`src/rtl/core/acpd_pkg.sv`:
```
// shared types, codes and helper functions for the access-control packet deframer
// no dependencies; used by every module of the block
package acpd_pkg;

    localparam int unsigned CFG_IDX_W  = 2;
    localparam int unsigned CFG_DATA_W = 8;

    // configuration register indexes
    localparam logic [CFG_IDX_W-1:0] CFG_OWN_ADDRESS = 2'd0;
    localparam logic [CFG_IDX_W-1:0] CFG_PERIPH_MODE = 2'd1;
    localparam logic [CFG_IDX_W-1:0] CFG_SKIP_SEQ    = 2'd2;

    // request codes on the input channel
    localparam logic [1:0] REQ_RX_BYTE    = 2'd0;
    localparam logic [1:0] REQ_TX_HEADER  = 2'd1;
    localparam logic [1:0] REQ_LINK_RESET = 2'd2;

    // result kinds
    localparam logic [1:0] KIND_PAYLOAD  = 2'd0;
    localparam logic [1:0] KIND_STATUS   = 2'd1;
    localparam logic [1:0] KIND_SEQUENCE = 2'd2;

    // frame status codes
    localparam logic [2:0] ST_OK       = 3'd0;
    localparam logic [2:0] ST_MARK     = 3'd1;
    localparam logic [2:0] ST_LENGTH   = 3'd2;
    localparam logic [2:0] ST_REPLY    = 3'd3;
    localparam logic [2:0] ST_ADDRESS  = 3'd4;
    localparam logic [2:0] ST_SEQUENCE = 3'd5;
    localparam logic [2:0] ST_CRC      = 3'd6;
    localparam logic [2:0] ST_CHECKSUM = 3'd7;

    localparam logic [7:0]  MARK_BYTE   = 8'hFF;
    localparam logic [7:0]  START_BYTE  = 8'h53;
    localparam logic [15:0] CRC_SEED    = 16'h1D0F;
    localparam logic [15:0] CRC_POLY    = 16'h1021;
    localparam logic [2:0]  SEQ_RESET   = 3'b111;
    localparam int unsigned CTRL_CRC_BIT = 2;
    localparam int unsigned ADDR_REPLY_BIT = 7;
    localparam logic [15:0] HDR_LEN      = 16'd6;
    localparam logic [15:0] MIN_LAST_CRC = 16'd7;
    localparam logic [15:0] MIN_LAST_SUM = 16'd6;
    localparam logic [15:0] IDX_ADDRESS  = 16'd2;
    localparam logic [15:0] IDX_LEN_LO   = 16'd3;
    localparam logic [15:0] IDX_LEN_HI   = 16'd4;
    localparam logic [15:0] IDX_CONTROL  = 16'd5;

    typedef enum logic [1:0] {
        OP_BYTE,
        OP_HEADER,
        OP_LINK_RESET
    } t_op;

    // classified item passed from front to back
    typedef struct packed {
        t_op        op;
        logic [7:0] rx_byte;
        logic       frame_end;
        logic       is_mark;
        logic       is_start;
    } t_cmd;

    function automatic logic [15:0] crc_feed(input logic [15:0] crc, input logic [7:0] b);
        logic [15:0] c;
        c = crc ^ {b, 8'h00};
        for (int k = 0; k < 8; k++) begin
            if (c[15]) begin
                c = {c[14:0], 1'b0} ^ CRC_POLY;
            end else begin
                c = {c[14:0], 1'b0};
            end
        end
        return c;
    endfunction

    // signed three-bit step, wraps from 3 back to 1
    function automatic logic [2:0] seq_advance(input logic [2:0] s);
        logic [2:0] r;
        if (s == 3'd3) begin
            r = 3'd1;
        end else begin
            r = s + 3'd1;
        end
        return r;
    endfunction

endpackage

```
`src/rtl/core/acpd_front.sv`:
```
// front end: accepts input transfers and classifies them into commands
// depends on acpd_pkg
module acpd_front (
    input  logic             i_in_valid,
    output logic             o_in_ready,
    input  logic [1:0]       i_req_type,
    input  logic [7:0]       i_rx_byte,
    input  logic             i_frame_end,
    input  logic             i_queue_full,
    output logic             o_push,
    output acpd_pkg::t_cmd   o_cmd
);

    logic accept;

    assign o_in_ready = !i_queue_full;
    assign accept     = i_in_valid && o_in_ready;

    always_comb begin
        o_cmd.rx_byte   = i_rx_byte;
        o_cmd.frame_end = i_frame_end;
        o_cmd.is_mark   = (i_rx_byte == acpd_pkg::MARK_BYTE);
        o_cmd.is_start  = (i_rx_byte == acpd_pkg::START_BYTE);
        o_cmd.op        = acpd_pkg::OP_BYTE;
        o_push          = 1'b0;
        case (i_req_type)
            acpd_pkg::REQ_RX_BYTE: begin
                o_cmd.op = acpd_pkg::OP_BYTE;
                o_push   = accept;
            end
            acpd_pkg::REQ_TX_HEADER: begin
                o_cmd.op = acpd_pkg::OP_HEADER;
                o_push   = accept;
            end
            acpd_pkg::REQ_LINK_RESET: begin
                o_cmd.op = acpd_pkg::OP_LINK_RESET;
                o_push   = accept;
            end
            // unused request: taken and dropped
            default: begin
                o_push = 1'b0;
            end
        endcase
    end

endmodule

```
`src/rtl/core/acpd_queue.sv`:
```
// short command queue between front and back
// depends on acpd_pkg
module acpd_queue #(
    parameter int unsigned DEPTH = 2
) (
    input  logic             i_clk,
    input  logic             i_rst_n,
    input  logic             i_push,
    input  acpd_pkg::t_cmd   i_cmd,
    output logic             o_full,
    input  logic             i_pop,
    output logic             o_valid,
    output acpd_pkg::t_cmd   o_cmd
);

    localparam int unsigned AW = (DEPTH > 1) ? $clog2(DEPTH) : 1;
    localparam int unsigned CW = $clog2(DEPTH + 1);

    acpd_pkg::t_cmd r_mem [DEPTH];
    logic [AW-1:0]  r_wr_ptr, n_wr_ptr;
    logic [AW-1:0]  r_rd_ptr, n_rd_ptr;
    logic [CW-1:0]  r_count, n_count;
    logic           do_push, do_pop;

    assign o_full  = (r_count == CW'(DEPTH));
    assign o_valid = (r_count != '0);
    assign o_cmd   = r_mem[r_rd_ptr];
    assign do_push = i_push && !o_full;
    assign do_pop  = i_pop && o_valid;

    always_comb begin
        n_wr_ptr = r_wr_ptr;
        n_rd_ptr = r_rd_ptr;
        n_count  = r_count;
        if (do_push) begin
            n_wr_ptr = (r_wr_ptr == AW'(DEPTH - 1)) ? '0 : r_wr_ptr + AW'(1);
        end
        if (do_pop) begin
            n_rd_ptr = (r_rd_ptr == AW'(DEPTH - 1)) ? '0 : r_rd_ptr + AW'(1);
        end
        if (do_push && !do_pop) begin
            n_count = r_count + CW'(1);
        end else if (do_pop && !do_push) begin
            n_count = r_count - CW'(1);
        end
    end

    always_ff @(posedge i_clk) begin
        if (!i_rst_n) begin
            r_wr_ptr <= '0;
            r_rd_ptr <= '0;
            r_count  <= '0;
        end else begin
            r_wr_ptr <= n_wr_ptr;
            r_rd_ptr <= n_rd_ptr;
            r_count  <= n_count;
        end
    end

    always_ff @(posedge i_clk) begin
        if (do_push) begin
            r_mem[r_wr_ptr] <= i_cmd;
        end
    end

endmodule

```
`src/rtl/core/acpd_back.sv`:
```
// back end: frame state, crc/checksum, verdict and the registered result stage
// depends on acpd_pkg
module acpd_back (
    input  logic                           i_clk,
    input  logic                           i_rst_n,
    input  logic                           i_cfg_valid,
    input  logic [acpd_pkg::CFG_IDX_W-1:0] i_cfg_index,
    input  logic [acpd_pkg::CFG_DATA_W-1:0] i_cfg_data,
    input  logic                           i_cmd_valid,
    input  acpd_pkg::t_cmd                 i_cmd,
    output logic                           o_pop,
    output logic                           o_out_valid,
    input  logic                           i_out_ready,
    output logic [1:0]                     o_result_kind,
    output logic [7:0]                     o_payload_byte,
    output logic [2:0]                     o_frame_status,
    output logic [1:0]                     o_sequence_out,
    output logic                           o_is_last
);

    // configuration
    logic [6:0] r_own_address;
    logic       r_periph;
    logic       r_skip_seq;

    // frame and link state
    logic [15:0] r_idx, n_idx;
    logic [15:0] r_len, n_len;
    logic [7:0]  r_addr, n_addr;
    logic [7:0]  r_ctrl, n_ctrl;
    logic        r_mark_ok, n_mark_ok;
    logic [15:0] r_crc, n_crc;
    logic [7:0]  r_sum, n_sum;
    logic [7:0]  r_prev, n_prev;
    logic [2:0]  r_seq, n_seq;

    // result stage
    logic        r_out_valid;
    logic [1:0]  r_kind;
    logic [7:0]  r_payload;
    logic [2:0]  r_status;
    logic [1:0]  r_seq_out;

    logic        res_valid;
    logic [1:0]  res_kind;
    logic [7:0]  res_payload;
    logic [2:0]  res_status;
    logic [1:0]  res_seq;
    logic        clear_frame;

    logic [2:0]  seq_adv;
    logic [15:0] crc_next;
    logic [16:0] idx_wide, len_wide;
    logic        crc_mode;

    assign o_pop    = i_cmd_valid && (!r_out_valid || i_out_ready);
    assign seq_adv  = acpd_pkg::seq_advance(r_seq);
    assign crc_next = acpd_pkg::crc_feed(r_crc, i_cmd.rx_byte);
    assign idx_wide = {1'b0, r_idx};
    assign len_wide = {1'b0, r_len};
    assign crc_mode = r_ctrl[acpd_pkg::CTRL_CRC_BIT];

    always_comb begin
        logic [15:0] min_last;
        logic [2:0]  seq_now;
        logic [16:0] top;

        n_idx       = r_idx;
        n_len       = r_len;
        n_addr      = r_addr;
        n_ctrl      = r_ctrl;
        n_mark_ok   = r_mark_ok;
        n_crc       = r_crc;
        n_sum       = r_sum;
        n_prev      = r_prev;
        n_seq       = r_seq;
        res_valid   = 1'b0;
        res_kind    = acpd_pkg::KIND_PAYLOAD;
        res_payload = 8'h00;
        res_status  = acpd_pkg::ST_OK;
        res_seq     = 2'd0;
        clear_frame = 1'b0;
        min_last    = crc_mode ? acpd_pkg::MIN_LAST_CRC : acpd_pkg::MIN_LAST_SUM;
        seq_now     = r_periph ? seq_adv : r_seq;
        top         = crc_mode ? 17'd2 : 17'd1;

        case (i_cmd.op)
            acpd_pkg::OP_HEADER: begin
                if (!r_periph) begin
                    n_seq = seq_adv;
                end
                res_valid = 1'b1;
                res_kind  = acpd_pkg::KIND_SEQUENCE;
                res_seq   = r_periph ? r_seq[1:0] : seq_adv[1:0];
            end
            acpd_pkg::OP_LINK_RESET: begin
                n_seq       = acpd_pkg::SEQ_RESET;
                clear_frame = 1'b1;
            end
            acpd_pkg::OP_BYTE: begin
                if ((r_idx == 16'd0 && !i_cmd.is_mark) || (r_idx == 16'd1 && !i_cmd.is_start)) begin
                    n_mark_ok = 1'b0;
                end
                if (i_cmd.frame_end) begin
                    res_valid   = 1'b1;
                    res_kind    = acpd_pkg::KIND_STATUS;
                    clear_frame = 1'b1;
                    // checks in status-code order, first failure wins
                    if (r_idx == 16'd0 || !n_mark_ok) begin
                        res_status = acpd_pkg::ST_MARK;
                    end else if (r_idx < min_last || r_idx != r_len) begin
                        res_status = acpd_pkg::ST_LENGTH;
                    end else if (!r_periph && !r_addr[acpd_pkg::ADDR_REPLY_BIT]) begin
                        res_status = acpd_pkg::ST_REPLY;
                    end else if (r_addr[6:0] != r_own_address) begin
                        res_status = acpd_pkg::ST_ADDRESS;
                    end else begin
                        if (r_periph) begin
                            n_seq = seq_adv;
                        end
                        if (seq_now[1:0] != r_ctrl[1:0] && !r_skip_seq) begin
                            res_status = acpd_pkg::ST_SEQUENCE;
                        end else if (crc_mode) begin
                            if ({i_cmd.rx_byte, r_prev} != r_crc) begin
                                res_status = acpd_pkg::ST_CRC;
                            end
                        end else if ((8'h00 - r_sum) != i_cmd.rx_byte) begin
                            res_status = acpd_pkg::ST_CHECKSUM;
                        end
                    end
                end else begin
                    case (r_idx)
                        acpd_pkg::IDX_ADDRESS: n_addr = i_cmd.rx_byte;
                        acpd_pkg::IDX_LEN_LO:  n_len  = {r_len[15:8], i_cmd.rx_byte};
                        acpd_pkg::IDX_LEN_HI:  n_len  = {i_cmd.rx_byte, r_len[7:0]};
                        acpd_pkg::IDX_CONTROL: n_ctrl = i_cmd.rx_byte;
                        default: ;
                    endcase
                    if (r_idx != 16'd0) begin
                        // bytes 1 to 4 always count; later bytes stop before the trailer
                        if (r_idx <= 16'd4 || idx_wide + 17'd2 <= len_wide) begin
                            n_crc = crc_next;
                        end
                        if (r_idx <= 16'd4 || idx_wide + 17'd1 <= len_wide) begin
                            n_sum = r_sum + i_cmd.rx_byte;
                        end
                    end
                    n_prev = i_cmd.rx_byte;
                    if (r_idx != 16'hFFFF) begin
                        n_idx = r_idx + 16'd1;
                    end
                    if (r_idx >= acpd_pkg::HDR_LEN && idx_wide + top <= len_wide) begin
                        res_valid   = 1'b1;
                        res_kind    = acpd_pkg::KIND_PAYLOAD;
                        res_payload = i_cmd.rx_byte;
                    end
                end
            end
            default: ;
        endcase

        if (clear_frame) begin
            n_idx     = 16'd0;
            n_len     = 16'd0;
            n_addr    = 8'h00;
            n_ctrl    = 8'h00;
            n_mark_ok = 1'b1;
            n_crc     = acpd_pkg::CRC_SEED;
            n_sum     = 8'h00;
            n_prev    = 8'h00;
        end
    end

    always_ff @(posedge i_clk) begin
        if (!i_rst_n) begin
            r_own_address <= 7'd0;
            r_periph      <= 1'b0;
            r_skip_seq    <= 1'b0;
        end else if (i_cfg_valid) begin
            case (i_cfg_index)
                acpd_pkg::CFG_OWN_ADDRESS: r_own_address <= i_cfg_data[6:0];
                acpd_pkg::CFG_PERIPH_MODE: r_periph      <= i_cfg_data[0];
                acpd_pkg::CFG_SKIP_SEQ:    r_skip_seq    <= i_cfg_data[0];
                default: ;
            endcase
        end
    end

    always_ff @(posedge i_clk) begin
        if (!i_rst_n) begin
            r_idx     <= 16'd0;
            r_len     <= 16'd0;
            r_addr    <= 8'h00;
            r_ctrl    <= 8'h00;
            r_mark_ok <= 1'b1;
            r_crc     <= acpd_pkg::CRC_SEED;
            r_sum     <= 8'h00;
            r_prev    <= 8'h00;
            r_seq     <= acpd_pkg::SEQ_RESET;
        end else if (o_pop) begin
            r_idx     <= n_idx;
            r_len     <= n_len;
            r_addr    <= n_addr;
            r_ctrl    <= n_ctrl;
            r_mark_ok <= n_mark_ok;
            r_crc     <= n_crc;
            r_sum     <= n_sum;
            r_prev    <= n_prev;
            r_seq     <= n_seq;
        end
    end

    always_ff @(posedge i_clk) begin
        if (!i_rst_n) begin
            r_out_valid <= 1'b0;
        end else if (o_pop && res_valid) begin
            r_out_valid <= 1'b1;
        end else if (i_out_ready) begin
            r_out_valid <= 1'b0;
        end
    end

    always_ff @(posedge i_clk) begin
        if (o_pop && res_valid) begin
            r_kind    <= res_kind;
            r_payload <= res_payload;
            r_status  <= res_status;
            r_seq_out <= res_seq;
        end
    end

    assign o_out_valid    = r_out_valid;
    assign o_result_kind  = r_kind;
    assign o_payload_byte = r_payload;
    assign o_frame_status = r_status;
    assign o_sequence_out = r_seq_out;
    assign o_is_last      = (r_kind == acpd_pkg::KIND_STATUS);

endmodule

```
`src/rtl/core/access_control_packet_deframer.sv`:
```
// Packet receive deframer for an access-control serial link.
// Input channel (i_in_valid/o_in_ready): one request per transfer. A received
// byte is checked against header, length, address, sequence and crc-16 or
// checksum trailer; a header gets the next sequence number (the current one
// in peripheral mode); a link reset drops a partial frame, restarts sequence.
// Output channel (o_out_valid/i_out_ready): payload bytes as they arrive,
// one status result (o_is_last high) per frame, or a sequence number.
// Configuration channel (i_cfg_valid/o_cfg_ready, always ready): index 0 own
// address, 1 peripheral mode, 2 skip sequence check; write only while idle.
// Throughput: one request per cycle sustained while the receiver takes results.
// A request passes the command queue register and then the result register; a
// result is shown the cycle after the edge that takes its request from the
// command queue, with crc update and verdict combinational before that edge.
// When the receiver stalls the result register holds and the command queue
// fills; o_in_ready falls once QUEUE_DEPTH requests wait.
// Reset clears configuration, frame state, queue and output valid.
// depends on acpd_pkg, acpd_front, acpd_queue, acpd_back
module access_control_packet_deframer #(
    parameter int unsigned QUEUE_DEPTH = 2
) (
    input  logic                            i_clk,
    input  logic                            i_rst_n,
    input  logic                            i_cfg_valid,
    output logic                            o_cfg_ready,
    input  logic [acpd_pkg::CFG_IDX_W-1:0]  i_cfg_index,
    input  logic [acpd_pkg::CFG_DATA_W-1:0] i_cfg_data,
    input  logic                            i_in_valid,
    output logic                            o_in_ready,
    input  logic [1:0]                      i_req_type,
    input  logic [7:0]                      i_rx_byte,
    input  logic                            i_frame_end,
    output logic                            o_out_valid,
    input  logic                            i_out_ready,
    output logic [1:0]                      o_result_kind,
    output logic [7:0]                      o_payload_byte,
    output logic [2:0]                      o_frame_status,
    output logic [1:0]                      o_sequence_out,
    output logic                            o_is_last
);

    acpd_pkg::t_cmd push_cmd, head_cmd;
    logic           push, queue_full, head_valid, pop;

    assign o_cfg_ready = 1'b1;

    acpd_front u_front (
        .i_in_valid   (i_in_valid),
        .o_in_ready   (o_in_ready),
        .i_req_type   (i_req_type),
        .i_rx_byte    (i_rx_byte),
        .i_frame_end  (i_frame_end),
        .i_queue_full (queue_full),
        .o_push       (push),
        .o_cmd        (push_cmd)
    );

    acpd_queue #(
        .DEPTH (QUEUE_DEPTH)
    ) u_queue (
        .i_clk   (i_clk),
        .i_rst_n (i_rst_n),
        .i_push  (push),
        .i_cmd   (push_cmd),
        .o_full  (queue_full),
        .i_pop   (pop),
        .o_valid (head_valid),
        .o_cmd   (head_cmd)
    );

    acpd_back u_back (
        .i_clk          (i_clk),
        .i_rst_n        (i_rst_n),
        .i_cfg_valid    (i_cfg_valid),
        .i_cfg_index    (i_cfg_index),
        .i_cfg_data     (i_cfg_data),
        .i_cmd_valid    (head_valid),
        .i_cmd          (head_cmd),
        .o_pop          (pop),
        .o_out_valid    (o_out_valid),
        .i_out_ready    (i_out_ready),
        .o_result_kind  (o_result_kind),
        .o_payload_byte (o_payload_byte),
        .o_frame_status (o_frame_status),
        .o_sequence_out (o_sequence_out),
        .o_is_last      (o_is_last)
    );

endmodule

```
`config.mk`:
```
export PLATFORM = sky130hd
export DESIGN_NAME = access_control_packet_deframer
export DESIGN_NICKNAME = d
export VERILOG_FILES = /design/src/rtl/core/acpd_pkg.sv /design/src/rtl/core/acpd_front.sv /design/src/rtl/core/acpd_queue.sv /design/src/rtl/core/acpd_back.sv /design/src/rtl/core/access_control_packet_deframer.sv
export SDC_FILE = /design/constraint.sdc
export NUM_CORES = 1
export LEC_CHECK = 0
export BUFFER_PORTS_ARGS = -buffer_cell sky130_fd_sc_hd__buf_2
export CAP_MARGIN = 20
export CORE_ASPECT_RATIO = 0.6
export CORE_MARGIN = 4
export CORE_UTILIZATION = 55
export DETAILED_ROUTE_END_ITERATION = 8
export PLACE_DENSITY = 0.76
export SYNTH_ARGS = -nofsm -noshare
export SYNTH_HDL_FRONTEND = slang
export SYNTH_SLANG_ARGS = --single-unit
export TNS_END_PERCENT = 10
```
`constraint.sdc`:
```
create_clock -name i_clk -period 4 [get_ports i_clk]
set_clock_uncertainty 0.15 [all_clocks]
set_input_delay 0.4 -clock i_clk [delete_from_list [all_inputs] [get_ports i_clk]]
set_output_delay 0.4 -clock i_clk [all_outputs]
set_load 0.02 [all_outputs]
```
### Word level (Yosys, flattened, before mapping)

Memories as Yosys holds them, arrays and structs flattened. A register that Yosys moved wholly into a read port is not among the register bits.
Index checks and enable logic that the tools add are counted.

* word-level logic and storage cells: 231
* bits of input ports: 26
* register bits: 108
* memory bits (writable): 26
* bits in latches: 0
* ROM bits: 0
* output and inout port bits: 19
* memories: 1

Memories
* u_queue.r_mem: words 2, width 13, read ports 1, clocked after Yosys merged registers in 1, wr ports 1, RTL line acpd_queue.sv:19 `acpd_pkg::t_cmd r_mem [DEPTH];`

* equal/unequal tests: 32
* multiplexer cells: 80
* div/mod/pow operators: 0
* reductions and logical operators: 65
* bitwise gates (word level): 12
* shifts and indexed selects: 0
* $add $sub $neg: 11
* magnitude comparators: 6
* multiply operators: 0

Operators with widths (count)
* 16-bit 2-to-1 mux: 12
* 13-bit 2-to-1 mux: 8
* 8-bit 2-to-1 mux: 12
* 17-bit by 16-bit less-or-equal comparator with 1-bit output: 3
* 3-bit 2-to-1 mux: 17
* 16-bit by 2-bit == test with 1-bit output (second input constant): 2
* 16-bit by 3-bit == test with 1-bit output (second input constant): 2
* 16-bit != test: 2
* 16-bit case mux with 2 select lines: 1
* 3-bit NOT: 8
* 2-bit nonzero test: 12
* 5-bit AND reduction: 4
* 1-bit 2-to-1 mux: 19
* 16-bit by 1-bit adder with 17-bit output (second input constant): 1
* 16-bit by 17-bit adder with 17-bit output: 1
* 16-bit by 2-bit adder with 17-bit output (second input constant): 1
* 16-bit by 1-bit adder with 16-bit output (second input constant): 1
* 16-bit by 1-bit == test with 1-bit output (second input constant): 1
* 16-bit by 3-bit greater-or-equal comparator with 1-bit output (second input constant): 1
* 16-bit by 3-bit less-or-equal comparator with 1-bit output (second input constant): 1
* 16-bit logical NOT: 1
* 16-bit less-than comparator: 1
* 16-bit != test (second input constant): 1
* 16-bit nonzero test: 1
* 34 further kinds: 93

### Depth between registers and ports, before layout

Gate-level depths: netlist of the first run.

* depth after elaboration: 22
* depth in mapped cells: 17
* depth with buffers taken out: 15

### Cells and area by module

A second synthesis of the first run with hierarchy kept.

* cell total of the unflattened synthesis: 985
* area total of the unflattened synthesis: 8752.1 um2

Modules (own cells, without submodules)
* acpd_back: times used 1, seq. area each 2232.1 um2, cells each 899, area an instance 7450.9 um2
* acpd_queue: times used 1, seq. area each 880.8 um2, cells each 65, area an instance 1168.6 um2
* acpd_front: times used 1, seq. area each 0.0 um2, cells each 19, area an instance 121.4 um2
* access_control_packet_deframer: times used 1, seq. area each 0.0 um2, cells each 2, area an instance 11.3 um2

### Worst setup path after synthesis of the first run

Ideal clock, no wire load.

* kind: reg2reg
* from: register u_back.r_ctrl[2]
* to: register u_back.r_status[0], in the netlist u_back.o_frame_status[0] (enable)
* library setup time: 0.394 ns
* setup slack: -0.040 ns
* path buffers: 0
* arrival time: 3.496 ns
* required time: 3.456 ns
* stages on the path, launching flop included: 15
* cells stage by stage: dfxtp_1 inv_1 ha_1 fa_1 nand3_1 nand2b_1 nor2_1 xor2_1 ha_1 a21o_1 a21oi_1 nor2b_1 o2111ai_1 a21o_1 a21oi_1

* word-level cells in the longest chain between the ends: 8

Ends and longest elaborated chain
* from (decl): RTL line acpd_back.sv:30 `logic [7:0] r_ctrl, n_ctrl;`
* from (signal assigned): RTL line acpd_back.sv:204 `r_ctrl <= n_ctrl;`
* 2-bit 2-to-1 mux: RTL line acpd_back.sv:85 `top = crc_mode ? 17'd2 : 17'd1;`
* 16-bit by 17-bit adder with 17-bit output: RTL line acpd_back.sv:152 `if (r_idx >= acpd_pkg::HDR_LEN && idx_wide + top <= len_wide) begin`
* 17-bit by 16-bit less-or-equal comparator with 1-bit output: RTL line acpd_back.sv:152
* 1-bit logical AND: RTL line acpd_back.sv:152
* 1-bit 2-to-1 mux: RTL line acpd_back.sv:152
* 1-bit 2-to-1 mux: RTL line acpd_back.sv:104 `if (i_cmd.frame_end) begin`
* 1-bit case mux with 2 select lines: RTL line acpd_back.sv:87 `case (i_cmd.op)`
* 1-bit logical AND: RTL line acpd_back.sv:224 `if (o_pop && res_valid) begin`
* to (signal assigned): RTL line acpd_back.sv:227 `r_status <= res_status;`
* to (decl): RTL line acpd_back.sv:41 `logic [2:0] r_status;`

Every way passes these cells.
A chain may end at the register's enable or synchronous reset.

### Final worst setup path of the first run

* from: register u_back.r_idx[5]
* to: register u_back.r_crc[11]

* word-level cells in the longest chain between the ends: 5
* elaborated cells between the ends (all ways): 8
* classes of those cells: 1 x add/sub; 2 x order compare; 5 x reduce/logical

Ends and longest elaborated chain
* from (decl): RTL line acpd_back.sv:27 `logic [15:0] r_idx, n_idx;`
* from (signal assigned): RTL line acpd_back.sv:201 `r_idx <= n_idx;`
* 16-bit by 2-bit adder with 17-bit output: RTL line acpd_back.sv:141 `if (r_idx <= 16'd4 || idx_wide + 17'd2 <= len_wide) begin`
* 17-bit by 16-bit less-or-equal comparator with 1-bit output: RTL line acpd_back.sv:141
* 1-bit logical OR: RTL line acpd_back.sv:141
* 2-bit nonzero test (no source line)
* 5-bit AND reduction (no source line) *
* to (signal assigned): RTL line acpd_back.sv:196 `r_crc <= acpd_pkg::CRC_SEED;`
* to (signal assigned): RTL line acpd_back.sv:206 `r_crc <= n_crc;`
* to (decl): RTL line acpd_back.sv:32 `logic [15:0] r_crc, n_crc;`

Mark *: on every way between the ends. The rest lies on a longest branch, timed or not.

==> results.txt, run 1 <==
- Netlist area before placement: 8920 um2
- Top Ports: 45
- For this run, the leading register cell type out of synthesis is sky130_fd_sc_hd__dfxtp_1.
- During placement, the flow inserted port buffers numbering 42.
- The worst setup path is captured at a flip-flop.
- Cell taking the most area after synthesis: sky130_fd_sc_hd__dfxtp_1
* Portion of synthesized cell area occupied by the leading cell type: 21.1%
- STA classifies the critical path startpoint as a flip-flop.
- The area growth from synthesis to layout is 13.7%.
- For the worst-skew pair, the clock arrives at the later sink with an insertion delay of 0.43 ns.
- Headroom to the max-slew limit: 36.4%
- Total of max-cap violations: 0
- The repair_antennas step left the layout with diodes totalling 0.
- The worst register-to-register path ends at u_back.r_crc[11].
* TritonCTS clock tree: done
- Hold Path Sink: u_queue.r_mem[1][2]
- Cells after Synth: 1002
- H-Tree Depth: 4
* Number of buffers between clock root and the deepest sink: 2
- Tracing the worst setup path back leads to its startpoint at u_back.r_idx[5].
- Horizontal extent of the die: 172 um
* Hold path cells: 1
- In the detailed route, the total length drawn on met3 is 2790 um.
- In this run, synthesis produced a sequential element count of 135.
- Arrival time of the worst setup path: 3.94 ns
- EDFF count, synth: 41
* Fraction of layout cells with a size suffix above 1: 14.0%
- The initial antenna violation count came to 0.
- Global placer's final weighted congestion: 1.01
* Worst Reg2Reg Path Length in Cells: 14
- Max Clk Rate: 0.263 GHz
- Number of DRC markers in iteration 0: 953
* Standard cell area after detailed placement: 9520 um2
- The Yosys step of the flow raised 0 warnings.
- Average wire per cell in the routed design: 19.6 um
- The detailed router placed 7770 vias in this run.
- Setup violations remaining at the end of the flow were counted as 0.
* Post-CTS setup buffer count: 0
- After clock tree synthesis, the repair step resized 0 gates.
* Max-slew violations: 0
* Post-synthesis area per instance: 8.90 um2
- Top metal layer carrying routed signals: met4
* Fin. Hold Viols: 0
- Worst min-delay path category: input pin to flip-flop
- The startpoint identified for the worst register-to-register timing path is u_back.r_idx[5].
- Once the floorplan was initialized, standard cells occupied 57.1% of the core.
* Final routed wirelength across all metal layers: 25000 um
- Global-route wire length before repair: 39000 um
* Most frequent cells in the layout: sky130_fd_sc_hd__nor2_1, sky130_fd_sc_hd__dfxtp_1, sky130_fd_sc_hd__nand2_1
* R2r setup slk: 0.20 ns
* Net total in the final layout: 1152
* Vias in the first global route: 6893
* Routed metal-1 wire length: 12100 um
- The run finished with clean final reports.
- Setup repair after global routing left no endpoint under its margin.
- Clock tree root driver cell: sky130_fd_sc_hd__clkbuf_16
- Across the VDD grid, the largest voltage drop is 336 uV.
- After routing the design area is 10100 um2.
- Proportion of synthesized chip area in sequential cells: 34.9%
- For this run, the total global-route usage over all layers was measured as 27.6%.
* Full die area: 18400 um2
- Commonest non-fill, non-tap cell in the layout: sky130_fd_sc_hd__nor2_1
- TritonRoute pass-1 iters: 8
* Static Leak: 4.29 nW
* Count of distinct cell types in the synthesized netlist: 72
* Via-to-Cell Ratio: 6.10
* Post-synthesis async set-or-reset flop share: 0%
- Of all nets on the critical path, the largest fanout is 26.
- DP HPWL: 18300 um
* Pin count of the biggest net entering global routing: 51
- Height of the chip: 107 um
- Data on the critical path is required at its endpoint by 4.14 ns.
* Synthesized netlist net count: 1097
* Number of routed nets with antenna violations: 0
* Std-Cell Rows: 35
- TritonCTS created 17 clock buffers.
* Core outline area: 15600 um2
- Met2 Wirelength: 9750 um
- Share of the clock period used by the worst path: 95.0%
- In this run, post-CTS hold repair placed 0 buffers.
- Category of the most critical setup path: flip-flop to flip-flop
- Clock sinks: 135
* Actual slew at the worst max-slew pin: 0.953 ns
* Clk pin slew, worst setup/hold paths: 0.07 ns
- The smallest clock period supported by the final layout is computed as 3.80 ns.
* Overflow left after global routing: 0
- Critical hold path startpoint: i_frame_end
* Number of filler cells placed in the layout: 1253
- Synth top area cells: sky130_fd_sc_hd__dfxtp_1, sky130_fd_sc_hd__edfxtp_1, sky130_fd_sc_hd__ha_1
* Total DRC errors in the routed layout: 0
* Power per cell area: 581 nW/um2
* Setup TNS: 0 ns
power breakdown:
group | leakage, nW | internal, mW | switching, mW | total (mW)
Clock | 0.309 | 0.962 | 0.729 | 1.69
Combinational | 2.83 | 0.951 | 1.41 | 2.36
Sequential | 1.15 | 1.64 | 0.202 | 1.84
critical path, stage by stage, from the launching register on:
cell                       delay [ns]
sky130_fd_sc_hd__dfxtp_1         0.34
sky130_fd_sc_hd__and3_1          0.29
sky130_fd_sc_hd__and3_1          0.21
sky130_fd_sc_hd__and3_1          0.28
sky130_fd_sc_hd__nand2_1         0.10
sky130_fd_sc_hd__xnor2_1         0.14
sky130_fd_sc_hd__ha_1            0.32
sky130_fd_sc_hd__nand4_1         0.17
sky130_fd_sc_hd__nor4_1          0.48
sky130_fd_sc_hd__a21boi_0        0.31
sky130_fd_sc_hd__a211oi_1        0.11
sky130_fd_sc_hd__o21ai_2         0.24
sky130_fd_sc_hd__buf_12          0.20
sky130_fd_sc_hd__mux2i_1         0.24
sky130_fd_sc_hd__nand2_1         0.09
area by class of cell:
cell class | count | area [um2] | share of cell area (%)
clock buffer | 17 | 425 | 4.19
clock inverter | 15 | 199 | 1.96
timing repair buffer | 87 | 577 | 5.68
multi-input combinational | 776 | 5430 | 53.5
sequential | 135 | 3110 | 30.7
inverter | 40 | 150 | 1.48
tap | 203 | 254 | 2.50
metal layers:
metal	global-route usage [%]	up-vias
met2	36.1	400
li1	-	3658
met5	0	-
met1	45.0	3681
met3	6.04	31
met4	6.23	0
cell families after synthesis:
logic type	after synthesis	synth area share [%]
buf+inv	91	4.49
fa+ha+maj	69	9.84
simple gates	368	20.7
other cells	1	0.0420
mux	46	6.03
compound gates	179	12.5
xor+xnor	113	11.4
flops	135	34.9
synth_stat cells, drive strengths merged (21+ instances only):
| master | instances |
|---|---|
| clkbuf | 27 |
| dfxtp | 94 |
| mux2i | 43 |
| nor3 | 24 |
| o21ai | 37 |
| buf | 24 |
| nand3 | 25 |
| edfxtp | 41 |
| nand4 | 21 |
| xnor2 | 67 |
| inv | 39 |
| xor2 | 46 |
| nand2 | 82 |
| a21oi | 75 |
| nor2 | 117 |
| ha | 67 |
worst max path at each step:
| stage | cells after the start | end |
|---|---|---|
| 2_1_floorplan | 14 | u_back.o_frame_status[0] |
| 3_3_place_gp | 14 | u_back.o_frame_status[2] |
| 3_5_place_dp | 14 | u_back.o_frame_status[2] |
| 4_1_cts | 14 | u_back.r_crc[11] |
| 5_1_grt | 14 | u_back.r_crc[11] |
| 6_report | 14 | u_back.r_crc[11] |
flip-flops by register name, indices dropped and copies added (netlist names), 2 cells and up, named ones only:
name	cells
u_back.r_crc	16
u_back.r_sum	8
u_queue.r_mem	26
u_back.r_own_address	7
u_back.r_prev	8
u_back.r_idx	16
u_queue.r_count	2
u_back.o_frame_status	3
u_back.o_result_kind	2
u_back.r_addr	8
u_back.r_ctrl	3
u_back.r_len	16
u_back.r_seq	3
u_back.o_sequence_out	2
u_back.o_payload_byte	8
stage by stage:
| step | worst slack (ns) | std cells | util, % | hold slack (ns) | power (mW) |
|---|---|---|---|---|---|
| finish | 0.201 | 1273 | 64.9 | 0.0112 | 5.90 |
| CTS | 0.351 | 1273 | 64.9 | 0.00575 | 5.85 |
| floorplan | 0.260 | 1002 | - | 0.282 | 3.50 |
| global placement | 0.424 | 1240 | 60.8 | 0.290 | 4.11 |
| detailed placement | 0.386 | 1241 | 60.9 | 0.300 | 4.15 |
| global route | 0.104 | 1273 | 64.9 | 0.00929 | 6.20 |
Power figures use the tool's default switching activity.
==> inputs of run 2 (changes only) <==
Settings changed: PLACE_DENSITY 0.76 to 0.86.
==> run 2 against run 1 <==
Effect of this change:
- sequential power is essentially flat
- critical path depth is the same
- final cell count is essentially flat
- wire length grew 6.7%
- critical endpoint is now u_back.o_sequence_out[1]
- largest power group unchanged
==> results.txt, run 2 (synthesized netlist as in run 1, its figures left out) <==
* Most frequent cells in the layout: sky130_fd_sc_hd__nor2_1, sky130_fd_sc_hd__dfxtp_1, sky130_fd_sc_hd__nand2_1
* Reg with most FFs: u_queue.r_mem
- Summed over all failing endpoints, the final setup total negative slack is 0 ns.
- Area taken by multi-input logic gates: 5430 um2
- Actual slew at the worst max-slew pin: 0.872 ns
- Net switching power: 2.48 mW
- Worst min-delay path category: input pin to flip-flop
- Counting the buffers created by CTS gives 17.
- The floorplan step defined a die boundary enclosing 18400 um2.
- Number of vias after detailed routing: 8058
* Total of max-cap violations: 0
- RSZ-0062 raised after global routing: no
* Clock sinks: 135
* Hold Path Sink: u_queue.r_mem[0][2]
- Cell area after layout: 10100 um2
- Startpoint type of the worst setup path: flip-flop
* Series of cell instances along the critical path: inv_1 -> ha_1 -> fa_1 -> nand3_1 -> nand2b_1 -> nor2_1 -> xor2_1 -> ha_1 -> nand4_1 -> nor4_1 -> a21oi_1 -> a21o_1 -> a21oi_2 -> buf_4
- Commonest non-fill, non-tap cell in the layout: sky130_fd_sc_hd__nor2_1
- For this run, the number of standard cells in the final layout without fillers is 1274.
- DP HPWL: 18700 um
- In the final layout, the share of cells above drive strength 1 is 14.2%.
- The first global-routing pass estimated 41400 um of wire.
- Share of the clock period used by the worst path: 97.3%
* TritonCTS clock tree: done
- Maximum vdd drop: 358 uV
* Height of the chip: 107 um
* Arrival time of the worst setup path: 3.85 ns
- Entering global routing, the biggest net connects 46 pins.
* Number of buffers between clock root and the deepest sink: 2
- Global routing finished with a remaining overflow of 0.
* Final min period: 3.89 ns
* Switching Fraction: 41.8%
- The pre-antenna-repair detailed-routing pass consisted of 7 iterations.
* Critical path data required time: 3.96 ns
* Category of the most critical setup path: flip-flop to flip-flop
- Power spread over the standard cell area amounts to 585 nW/um2.
- Number of filler cells placed in the layout: 1151
* Final setup violating endpoints: 0
- Total DRC errors in the routed layout: 0
- Highest cell delay on the worst timing path: 0.43 ns
- Library cell appearing most often on the critical path: sky130_fd_sc_hd__ha_1
* Antenna violations before repair: 0
- Of all nets on the critical path, the largest fanout is 16.
- The final hold violation count was 0.
- Std-Cell Rows: 35
* H-Tree Depth: 4
- The flow ran to the end, and the final reports show no timing, DRC or antenna violations.
* Slowest library cell on the worst path: sky130_fd_sc_hd__fa_1
* Critical hold path startpoint: i_frame_end
- Clk pin slew, worst setup/hold paths: 0.08 ns
- The setup check on the worst reg-to-reg path leaves a slack of 0.11 ns.
* Final routed wirelength across all metal layers: 26600 um
- The register with the most flip-flops in the layout has 26 of them.
* Hold path cells: 1
- Max Clk Rate: 0.257 GHz
- For the worst flop-to-flop path, the logic depth is 14.
* Number of DRC markers in iteration 0: 1398
* Share of total power in combinational logic: 41.1%
* Diodes inserted: 0
* Reg-to-reg endpoint: u_back.o_sequence_out[1]
- Global placer's final weighted congestion: 1.01
* Vias in the first global route: 7440
* Global-route usage over all layers: 29.0%
* Number of routed nets with antenna violations: 0
- The internal portion of the total power is 3.46 mW.
* Static Leak: 4.28 nW
- Post-Place Cells: 1241
- Compared with the post-synthesis result, the final layout area differs by 13.7%.
- Via-to-Cell Ratio: 6.32
- Average wire per cell in the routed design: 20.9 um
- In this run the cell area measured after placement is 9510 um2.
- In this run the critical register-to-register path is launched from u_back.r_ctrl[2].
- STA classifies the critical path endpoint as a flip-flop.
- The max-slew violation count is 0.
- Core outline area: 15600 um2
* Worst-Skew Late Latency: 0.43 ns
* Clock tree root driver cell: sky130_fd_sc_hd__clkbuf_16
- Headroom to the max-slew limit: 41.8%
* Seq pwr share: 31.4%
- Clock share of power: 27.5%
- Total area of sequential cells: 3110 um2
- Pin placement for this block handled 45 I/O pins.
- Once the floorplan was initialized, standard cells occupied 57.1% of the core.
- The count of buffers added on input and output ports is 42.
* Horizontal extent of the die: 172 um
- For this run, the post-layout net count is 1153.
-- run 2: cell types whose count changed in the layout (fill, tap and decap cells not counted) --
cell                        previous run  this run
sky130_fd_sc_hd__inv_6                 3         2
sky130_fd_sc_hd__clkinv_8              1         6
sky130_fd_sc_hd__inv_8                 7         5
sky130_fd_sc_hd__buf_12                2         1
sky130_fd_sc_hd__inv_12                0         1
sky130_fd_sc_hd__ha_1                 67        66
sky130_fd_sc_hd__buf_4                42        44
sky130_fd_sc_hd__bufinv_16             2         0
sky130_fd_sc_hd__ha_2                  0         1
sky130_fd_sc_hd__clkinv_4              2         1
-- run 2: layer usage --
| layer | wire length [um] | track usage, % | vias up |
|---|---|---|---|
| li1 | - | - | 3653 |
| met1 | 11400 | 42.7 | 3730 |
| met2 | 10500 | 39.4 | 600 |
| met3 | 4030 | 10.2 | 75 |
| met4 | 671 | 8.92 | 0 |
| met5 | 0 | 0 | - |
-- run 2: worst max path at each step --
stage,from,endpoint,slack [ns],cells after the start
2_1_floorplan,u_back.r_ctrl[2],u_back.o_frame_status[0],0.26,14
3_3_place_gp,u_back.r_ctrl[2],u_back.o_payload_byte[1],0.41,14
3_5_place_dp,u_back.r_ctrl[2],u_back.o_sequence_out[1],0.30,14
4_1_cts,u_back.r_ctrl[2],u_back.o_sequence_out[1],0.30,14
5_1_grt,u_back.r_idx[6],u_back.r_crc[12],0.02,14
6_report,u_back.r_ctrl[2],u_back.o_sequence_out[1],0.11,14
-- run 2: critical path, delay by kind of cell (launching register included) --
family / cells / cell delay (ns)
AOI/OAI and AO/OA: 3 / 0.49
buffers and inverters: 2 / 0.35
adders and majority gates: 3 / 0.98
xor gates and xnor gates: 1 / 0.15
and+or+nand+nor: 5 / 1.15
DFF: 1 / 0.33
-- run 2: power groups by stage --
stage / Clock, mW / Combinational [mW] / Sequential, mW
after CTS: 1.63 / 2.36 / 1.85
final: 1.63 / 2.44 / 1.86
after floorplan: 0 / 1.65 / 1.85
after detailed placement: 0 / 2.29 / 1.87
after global placement: 0 / 2.21 / 1.86
after global routing: 1.70 / 2.61 / 1.88
-- run 2: stage by stage --
step | hold slack (ns) | setup WS, ns | power (mW) | utilization [%]
detailed placement | 0.301 | 0.296 | 4.16 | 60.8
CTS | 0.0183 | 0.297 | 5.84 | 64.8
global route | 0.0150 | 0.0218 | 6.19 | 64.9
global placement | 0.291 | 0.413 | 4.07 | 60.8
floorplan | 0.282 | 0.260 | 3.50 | -
finish | 0.0202 | 0.107 | 5.94 | 64.9
-- run 2: repair_timing --
| action | in CTS | in global routing |
|---|---|---|
| setup buffers | 0 | 0 |
| setup endpoints to repair | 0 | 1 |
| hold buffers | 0 | 0 |
| gates resized for setup | 0 | 1 |
-- run 2: area by class of cell --
| type | instances | share of cell area (%) |
|---|---|---|
| multi-input cells | 776 | 53.6 |
| inverters | 40 | 1.48 |
| repair buffers | 88 | 5.64 |
| clock buffers | 17 | 4.19 |
| flip-flops and latches | 135 | 30.7 |
| well taps | 203 | 2.50 |
| clock inverters | 15 | 1.94 |
==> inputs of run 3 (changes only) <==
Settings changed: PLACE_DENSITY 0.86 to 0.83.
Clock period 4 ns to 3.9 ns, I/O delays scaled along.
==> run 3 against run 2 <==
Effect of this change:
- first-iteration DRC count down 6.8%
- critical path depth unchanged
- global-route usage down 0.68 points
- die area unchanged
- total power up 1.7%
- wire length down 3.1%
- combinational power about the same
- core utilization up 0.24 points
- sequential cell count unchanged
==> results.txt, run 3 (synthesized netlist as in run 1, its figures left out) <==
* Core outline area: 15600 um2
* Global placer's final weighted congestion: 1.06
* P&R area growth vs syn: 14.1%
- Worst-Skew Late Latency: 0.44 ns
- Pin count of the biggest net entering global routing: 52
- Global routing used 28.3% of the available tracks across all layers.
* R2r setup slk: 0.16 ns
- Measured along the y axis, the die boundary spans 107 um.
* Overall power: 6.04 mW
- The kind of cell with the highest combined delay along the critical path is simple AND/OR/NAND/NOR gates.
- On the worst path, the slowest cell contributes a delay of 0.44 ns.
- The die covers 18400 um2.
- Clock sinks: 135
- The first global-routing pass estimated 40500 um of wire.
- Most frequent cells in the layout: sky130_fd_sc_hd__nor2_1, sky130_fd_sc_hd__dfxtp_1, sky130_fd_sc_hd__nand2_1
- Number of stages on the worst setup path: 14
* Worst min-delay path category: input pin to flip-flop
- Summed over all nets, the half-perimeter wirelength after detailed placement is 18700 um.
- The most critical setup path has its endpoint at u_back.r_sum[0].
- Among all stages on the critical path, the largest delay is contributed by sky130_fd_sc_hd__dfxtp_1.
- Flip-flop count of the largest register after layout: 26
* Clk pin slew, worst setup/hold paths: 0.08 ns
- Std-Cell Rows: 35
* Max FO, Critical Path: 7
- Once the floorplan was initialized, standard cells occupied 57.1% of the core.
- TritonCTS built the clock tree.
* Number of routed nets with antenna violations: 0
- In the routed design, unresolved DRC markers number 0.
- Critical path buffers and inverters: 2
* Total of max-cap violations: 0
- Number of DRC markers in iteration 0: 1303
- The worst setup path is captured at a flip-flop.
* Horizontal extent of the die: 172 um
- Reg with most FFs: u_queue.r_mem
- Launching instance or port of the critical path: u_back.r_idx[1]
- Worst Reg2Reg Path Length in Cells: 14
* Fin. Hold Viols: 0
- Power spread over the standard cell area amounts to 593 nW/um2.
- For the worst setup path, the data required time is 4.09 ns.
- At the end of the flow, the number of nets in the layout was 1159.
- In this run the cell area measured after placement is 9540 um2.
* Top Ports: 45
- In the routed layout, each cell is associated on average with a via count of 6.20.
* H-Tree Depth: 4
- Max Clk Rate: 0.268 GHz
- TritonCTS Buffers: 17
- Vias in the first global route: 7349
* Commonest non-fill, non-tap cell in the layout: sky130_fd_sc_hd__nor2_1
* Fraction of layout cells with a size suffix above 1: 14.9%
* Number of buffers between clock root and the deepest sink: 2
- Port Buffers: 42
- Series of cell instances along the critical path: ha_1 -> buf_4 -> nand3_1 -> nor2_1 -> nand3_1 -> xnor2_1 -> ha_1 -> nand4_1 -> o41ai_1 -> o21ai_0 -> nand2_1 -> o21ai_2 -> buf_4 -> mux2i_1
* Reg-to-reg endpoint: u_back.r_sum[0]
- TritonRoute pass-1 iters: 7
- Share of the clock period used by the worst path: 95.8%
- Fill cells in the final layout number 1157.
* Run status: finished clean
- The max-slew violation count came to 0.
* Final min period: 3.74 ns
* Diodes inserted: 0
- Arrival time of the worst setup path: 3.93 ns
- The total overflow left after global routing is 0.
* Setup TNS: 0 ns
- IR analysis of the VDD net gives a maximum drop of 385 uV.
* Final routed wirelength across all metal layers: 25800 um
* Headroom to the max-slew limit: 40.2%
- STA classifies the critical path startpoint as a flip-flop.
- The initial antenna violation count was 0.
- RSZ-0062 raised after global routing: no
- The critical path is of the flip-flop to flip-flop type.
- The root buffer cell chosen for the clock tree is sky130_fd_sc_hd__clkbuf_16.
* Launch point of the worst reg-to-reg path: u_back.r_idx[1]
- Number of vias after detailed routing: 7936
- The finished cells cover 10200 um2.
- At the pin with the least slew margin, the transition time is 0.896 ns.
- Setup violations remaining at the end of the flow were counted as 0.
- Average wire per cell in the routed design: 20.2 um
- Summed over all cells, the static leakage comes to 4.30 nW.
[run 3: cell count changes in the layout (fill, tap and decap cells not counted), sizes merged]
cell / change
bufinv: +1
buf: +5
inv: +2
clkinv: -4
dlygate4sd3: +1
clkinvlp: +1
[run 3: area by class of cell]
cell class / count / area (um2) / area share (%)
clock buffer: 17 / 425 / 4.18
clock inverter: 15 / 176 / 1.73
inverter: 40 / 150 / 1.47
multi-input combinational: 776 / 5440 / 53.4
sequential: 135 / 3110 / 30.6
tap: 203 / 254 / 2.50
timing repair buffer: 94 / 619 / 6.08
[run 3: through the flow]
step                      hold WS, ns  setup WS (ns)  utilization (%)  cells
after global placement          0.292          0.278             61.0   1246
after CTS                      0.0106         0.0625             65.0   1279
after floorplan                 0.282          0.160                -   1002
after global routing           0.0131        0.00646             65.1   1280
after detailed placement        0.302          0.138             61.0   1246
final                          0.0135          0.163             65.1   1280
[run 3: worst min path at each step]
| stage | from | end | slack (ns) | cells past startpoint |
|---|---|---|---|---|
| 2_1_floorplan | u_back.r_len[1] | u_back.r_len[1] | 0.28 | 2 |
| 3_3_place_gp | u_back.r_len[1] | u_back.r_len[1] | 0.29 | 2 |
| 3_5_place_dp | u_back.r_len[1] | u_back.r_len[1] | 0.30 | 2 |
| 4_1_cts | i_rx_byte[1] | u_queue.r_mem[0][4] | 0.01 | 1 |
| 5_1_grt | i_rx_byte[1] | u_queue.r_mem[1][4] | 0.01 | 1 |
| 6_report | i_rx_byte[1] | u_queue.r_mem[0][4] | 0.01 | 1 |
[run 3: per-layer routing]
layer / routed length, um / global-route usage (%) / vias up
li1: - / - / 3680
met1: 11700 / 43.6 / 3735
met2: 10400 / 39.5 / 477
met3: 3320 / 6.74 / 44
met4: 404 / 7.07 / 0
met5: 0 / 0 / -
[run 3: where the power goes]
part / leakage (nW) / internal (mW) / switching (mW)
Clock: 0.295 / 0.921 / 0.755
Combinational: 2.86 / 0.983 / 1.48
Sequential: 1.15 / 1.68 / 0.220
Total: 4.30 / 3.59 / 2.45
[run 3: timing repair]
action | CTS | global route
hold endpoints to repair | 2 | 0
endpoints found under the setup margin | 0 | 40
resized for setup | 0 | 6
hold buffers | 1 | 0
setup buffers | 0 | 0
